===== config.mk =====
export PLATFORM = sky130hd
export DESIGN_NAME = sorted_priority_queue_top
export DESIGN_NICKNAME = d
export VERILOG_FILES = /design/src/spq_pkg.sv /design/src/spq_cell.sv /design/src/sorted_priority_queue_top.sv
export SDC_FILE = /design/constraint.sdc
export NUM_CORES = 1
export LEC_CHECK = 0
export ABC_AREA = 1
export BUFFER_PORTS_ARGS = -buffer_cell sky130_fd_sc_hd__buf_4
export CORE_MARGIN = 4
export CORE_UTILIZATION = 45
export CTS_CLUSTER_SIZE = 10
export DETAILED_ROUTE_END_ITERATION = 10
export PLACE_DENSITY = 0.57
export SLEW_MARGIN = 20
export SYNTH_ARGS = -nofsm -noshare
export SYNTH_HDL_FRONTEND = slang
export SYNTH_SLANG_ARGS = --single-unit

===== constraint.sdc =====
create_clock -name clk -period 5.08 [get_ports clk]
set_input_delay 0.254 -clock clk [delete_from_list [all_inputs] [get_ports clk]]
set_output_delay 0.254 -clock clk [all_outputs]
set_load 0.05 [all_outputs]

===== src/spq_pkg.sv =====
`timescale 1ns / 1ps
// ----------------------------------------------------------------------------
// Sorted priority queue package
// Operation codes, result field widths and the per-cycle cell control word.
// ----------------------------------------------------------------------------
package spq_pkg;

  localparam logic OP_INSERT = 1'b0;
  localparam logic OP_REMOVE = 1'b1;

  localparam int ENTRY_W = 5;

  typedef struct packed {
    logic ins;
    logic rem;
  } spq_ctrl_t;

endpackage


===== src/spq_cell.sv =====
`timescale 1ns / 1ps
// ----------------------------------------------------------------------------
// Sorted priority queue cell
// Holds one key of the descending row. On insert it takes its left neighbor's
// key, the new key, or keeps its own; on removal it takes its right neighbor's.
// ----------------------------------------------------------------------------
module spq_cell #(
  parameter int KEY_WIDTH = 16
) (
  input  logic                  clk,
  input  spq_pkg::spq_ctrl_t    ctrl,
  input  logic                  occupied,
  input  logic [KEY_WIDTH-1:0]  key_in,
  input  logic [KEY_WIDTH-1:0]  left_key,
  input  logic                  left_shift,
  input  logic [KEY_WIDTH-1:0]  right_key,
  output logic [KEY_WIDTH-1:0]  key,
  output logic                  shift
);
  import spq_pkg::*;

  assign shift = !occupied || (key <= key_in);

  always_ff @(posedge clk) begin
    if (ctrl.rem) begin
      key <= right_key;
    end else if (ctrl.ins) begin
      if (left_shift) begin
        key <= left_key;
      end else if (shift) begin
        key <= key_in;
      end
    end
  end

endmodule


===== src/sorted_priority_queue_top.sv =====
`timescale 1ns / 1ps
// ----------------------------------------------------------------------------
// Sorted priority queue, top level
// The result strobe done rises in the cycle after start is taken.
// Throughput: one item per cycle; busy stays low, every cell updates in parallel.
// The row of cells keeps keys descending, so the largest key sits in cell 0.
// Reset clears the entry count, the result strobe and success; cell keys stay unset.
// ----------------------------------------------------------------------------
module sorted_priority_queue_top #(
  parameter int DEPTH     = 16,
  parameter int KEY_WIDTH = 16
) (
  input  logic                         clk,
  input  logic                         rst,
  input  logic                         start,
  output logic                         busy,
  input  logic                         kind,
  input  logic [KEY_WIDTH-1:0]         key_in,
  output logic                         done,
  output logic                         success,
  output logic [KEY_WIDTH-1:0]         top_key,
  output logic                         is_empty,
  output logic [spq_pkg::ENTRY_W-1:0]  entry_count
);
  import spq_pkg::*;

  localparam int CW = $clog2(DEPTH + 1);

  logic [CW-1:0]        count;
  logic [CW-1:0]        count_next;
  logic                 full;
  logic                 empty;
  logic                 accept;
  logic                 do_ins;
  logic                 do_rem;
  spq_ctrl_t            ctrl;
  logic [KEY_WIDTH-1:0] keys [DEPTH];
  logic                 shifts [DEPTH];

  assign busy   = 1'b0;
  assign accept = start && !busy;
  assign full   = (count == CW'(DEPTH));
  assign empty  = (count == '0);
  assign do_ins = accept && (kind == OP_INSERT) && !full;
  assign do_rem = accept && (kind == OP_REMOVE) && !empty;
  assign ctrl   = '{ins: do_ins, rem: do_rem};

  always_comb begin
    count_next = count;
    if (do_ins) begin
      count_next = count + CW'(1);
    end else if (do_rem) begin
      count_next = count - CW'(1);
    end
  end

  genvar i;
  generate
    for (i = 0; i < DEPTH; i++) begin : g_cell
      logic [KEY_WIDTH-1:0] left_key;
      logic                 left_shift;
      logic [KEY_WIDTH-1:0] right_key;

      if (i == 0) begin : g_first
        assign left_key   = key_in;
        assign left_shift = 1'b0;
      end else begin : g_mid
        assign left_key   = keys[i-1];
        assign left_shift = shifts[i-1];
      end

      if (i == DEPTH - 1) begin : g_last
        assign right_key = keys[i];
      end else begin : g_inner
        assign right_key = keys[i+1];
      end

      spq_cell #(
        .KEY_WIDTH (KEY_WIDTH)
      ) u_cell (
        .clk        (clk),
        .ctrl       (ctrl),
        .occupied   (CW'(i) < count),
        .key_in     (key_in),
        .left_key   (left_key),
        .left_shift (left_shift),
        .right_key  (right_key),
        .key        (keys[i]),
        .shift      (shifts[i])
      );
    end
  endgenerate

  always_ff @(posedge clk) begin
    if (rst) begin
      count   <= '0;
      done    <= 1'b0;
      success <= 1'b0;
    end else begin
      count   <= count_next;
      done    <= accept;
      success <= do_ins || do_rem;
    end
  end

  assign top_key     = empty ? '0 : keys[0];
  assign is_empty    = empty;
  assign entry_count = ENTRY_W'(count);

  a_done_follows_start: assert property (@(posedge clk) disable iff (rst)
    done |-> $past(start))
    else $error("result strobe without a taken item");

  a_count_bound: assert property (@(posedge clk) disable iff (rst)
    count <= CW'(DEPTH))
    else $error("entry count above depth");

  a_head_order: assert property (@(posedge clk) disable iff (rst)
    (count >= CW'(2)) |-> (keys[0] >= keys[1]))
    else $error("head cells out of order");

  a_full_reject: assert property (@(posedge clk) disable iff (rst)
    (done && !success && !$past(kind)) |-> (count == CW'(DEPTH)))
    else $error("insert rejected while not full");

endmodule


==> run summary <==
fill count = 4,702
largest net degree at the start of global routing = 198
Routed Antenna Nets = 0
Peak Freq = 256 MHz
Via density = 5.51
max-cap check violation count = 0
Setup-failing EPs final = 0
starting density of the core = 45.6%
Mapped Area = 21,300 µm²
dpl hpwl = 47.8 mm
design area = 23,400 µm²
n_diodes = 0
Critical Path Fanout Max = 17
Slew @ Worst Pin = 1130 ps
final core utilization = 50.2%
fin crit share = 76.8%
Cell variety after synth = 38
clk sinks = 263
RSZ-0062 raised after global routing = no
critical path endpoint category = register
Net Count, Synth = 3,137
Worst Setup Start Kind = input pin
total wire length = 66.6 mm
# rows = 79
DR pass1 iterations = 6
core area = 46,700 µm²
Synth area leaders = edfxtp_1, nand2_1, ha_1, nand3_1, inv_1
initial drt markers = 1,880
most common library cell in the layout ignoring fill and taps = nand2_1
R2R Setup Slk = 1280 ps
worst reg2reg path depth = 9
Pwr per Cell Area = 505 nW/µm²
Routed WL per cell = 18.9 µm
Layout Skew = 18.9 ps
most frequent cells in the layout = nand2_1, nand3_1, inv_1, ha_1, edfxtp_1
clk_lat worst skew = 550 ps
Placer Congestion = 0.869
Reg-to-Reg Start = entry_count[0]$_SDFFE_PP0P_
Worst Setup SP = key_in[14]
Die Wd = 225 µm
synthesis warning total = 0
worst IR drop on VDD = 0.207 mV
clock tree buffer depth = 3
Syn Inst Count = 2,858
hold crit path type = input pin to register
port bufs = 43
RR Endpoint = g_cell[7].u_cell.key[0]$_DFFE_PP_
Post-route DRC = 0
Arr. time, crit path = 4020 ps
Seq/Total Area, Yosys = 36.8%
layout cell share with drive strength beyond 1 = 6.79%
htree depth = 2
post-CTS sizing = 0
GRT Total Usage = 25.9%
headroom to the max-slew limit = 24.4%
dominant cell type by area after synthesis = edfxtp_1
Avg Inst Size Synth = 7.44 µm²
Ports = 45
P_leak = 12.2 nW
Worst EP required = 5200 ps
Layout Nets = 3,176
setup bufs post-CTS = 0
Final min period = 3900 ps
critical path class = input pin to register
GRT overflow = 0
register bit total from synthesis = 263
initial antenna violation count = 1
outcome = completed
clock root cell = clkbuf_16
Area Growth Syn to Fin = 10.2%
chip height = 225 µm
setup tns final = 0 ps
CTS tree = built
CTS Hold Bufs = 17
Hold Vio Cnt, Final = 0
Reg clk slew, reported paths = 50 ps
area post-placement = 22,200 µm²
CTS Buf Count = 35
share of the synthesized area in the top cell type = 36.2%
Max Slew Vio Count = 0
die footprint = 50,800 µm²
number of global-route vias before repair = 18,800
first-pass GRT wire length = 104 mm
Critical Path Sink = g_cell[7].u_cell.key[0]$_DFFE_PP_
vias = 19,400
==> stage by stage <==
stage	hold WS, ps	cells	worst slack (ps)	power [mW]
final	208	3524	1180	11.8
after global routing	265	3524	919	12.8
after CTS	184	3524	1250	11.9
after detailed placement	441	3450	1240	9.40
after global placement	438	3450	1280	9.27
after floorplan	326	2858	1740	7.77
==> worst min path at each step <==
stage / slack [ps] / to / from / depth (start not counted)
floorplan: 330 / done$_SDFF_PP0_ / rst / 1
global placement: 440 / done$_SDFF_PP0_ / rst / 2
detailed placement: 440 / success$_SDFF_PP0_ / rst / 2
CTS: 180 / entry_count[1]$_SDFFE_PP0P_ / kind / 5
global route: 260 / entry_count[1]$_SDFFE_PP0P_ / kind / 5
finish: 210 / entry_count[1]$_SDFFE_PP0P_ / kind / 5
==> per-layer routing <==
| layer | global-route usage, % | share of wire, % | routed length, µm | vias up |
|---|---|---|---|---|
| met1 | 35.0 | 45 | 29800 | 9193 |
| li1 | - | - | - | 9477 |
| met4 | 9.25 | 3.4 | 2240 | 0 |
| met3 | 3.30 | 5.2 | 3470 | 143 |
| met5 | 0 | 0 | 0 | - |
| met2 | 42.9 | 47 | 31100 | 591 |
==> power by group <==
part           internal (mW)  leakage, nW  switching (mW)  total, mW
combinational           1.70         9.08            3.36       5.06
clock                   1.42        0.523           0.994       2.42
sequential              3.56         2.55           0.785       4.35
==> sequential cells by signal, summed over array words and instances, names as in the netlist <==
name and count:
done 1, entry_count 5, g_cell.u_cell.key 256, success 1
==> worst max-delay path: stages <==
cell and delay (ps):
dlygate4sd3_1 540, buf_4 140, inv_1 800, buf_4 270
ha_1 130, nand2_1 60, nor2_1 140, nand2_1 130
inv_1 80, nand2_1 50, nand2_1 60, buf_4 230
nand2_4 180, o21ai_1 380, nand2_1 540
==> logic make-up (layout without fill, tap and decap cells) <==
family	count (synthesis)	count (layout)	share of synthesized area [%]
other	1	1	0.0176
buffers and inverters	475	534	9.41
AND/OR/NAND/NOR	1660	1660	33.1
flip-flops	263	263	36.8
AO/OA/AOI/OAI	200	200	5.39
adder cells (fa/ha/maj)	259	259	15.2
==> layout make-up <==
| class | count | area, µm² | share of cell area [%] |
|---|---|---|---|
| Inverter | 352 | 1330 | 5.68 |
| Clock buffer | 47 | 963 | 4.11 |
| Multi-Input combinational cell | 2120 | 11400 | 48.9 |
| Tap cell | 607 | 759 | 3.24 |
| Timing Repair Buffer | 125 | 993 | 4.24 |
| Sequential cell | 263 | 7830 | 33.4 |
| Clock inverter | 10 | 97.6 | 0.417 |
==> cells in the mapped netlist <==
master and number:
a21o_1 14, a21oi_1 102, a21oi_2 1, a21oi_4 2
a22oi_4 1, a31oi_1 2, buf_1 3, buf_2 70
buf_4 19, buf_6 7, clkbuf_1 23, clkbuf_2 1
conb_1 1, dfxtp_1 7, edfxtp_1 256, ha_1 259
inv_1 346, inv_2 4, inv_4 2, nand2_1 1046
nand2_2 5, nand2_4 14, nand3_1 468, nand3_2 1
nand4_1 15, nand4_2 1, nor2_1 100, nor2_2 2
nor2_4 7, nor3_1 1, o211ai_1 3, o21a_1 7
o21ai_0 45, o21ai_1 16, o21ai_2 3, o21bai_1 2
o31ai_2 1, o31ai_4 1
Power figures use the tool's default switching activity.
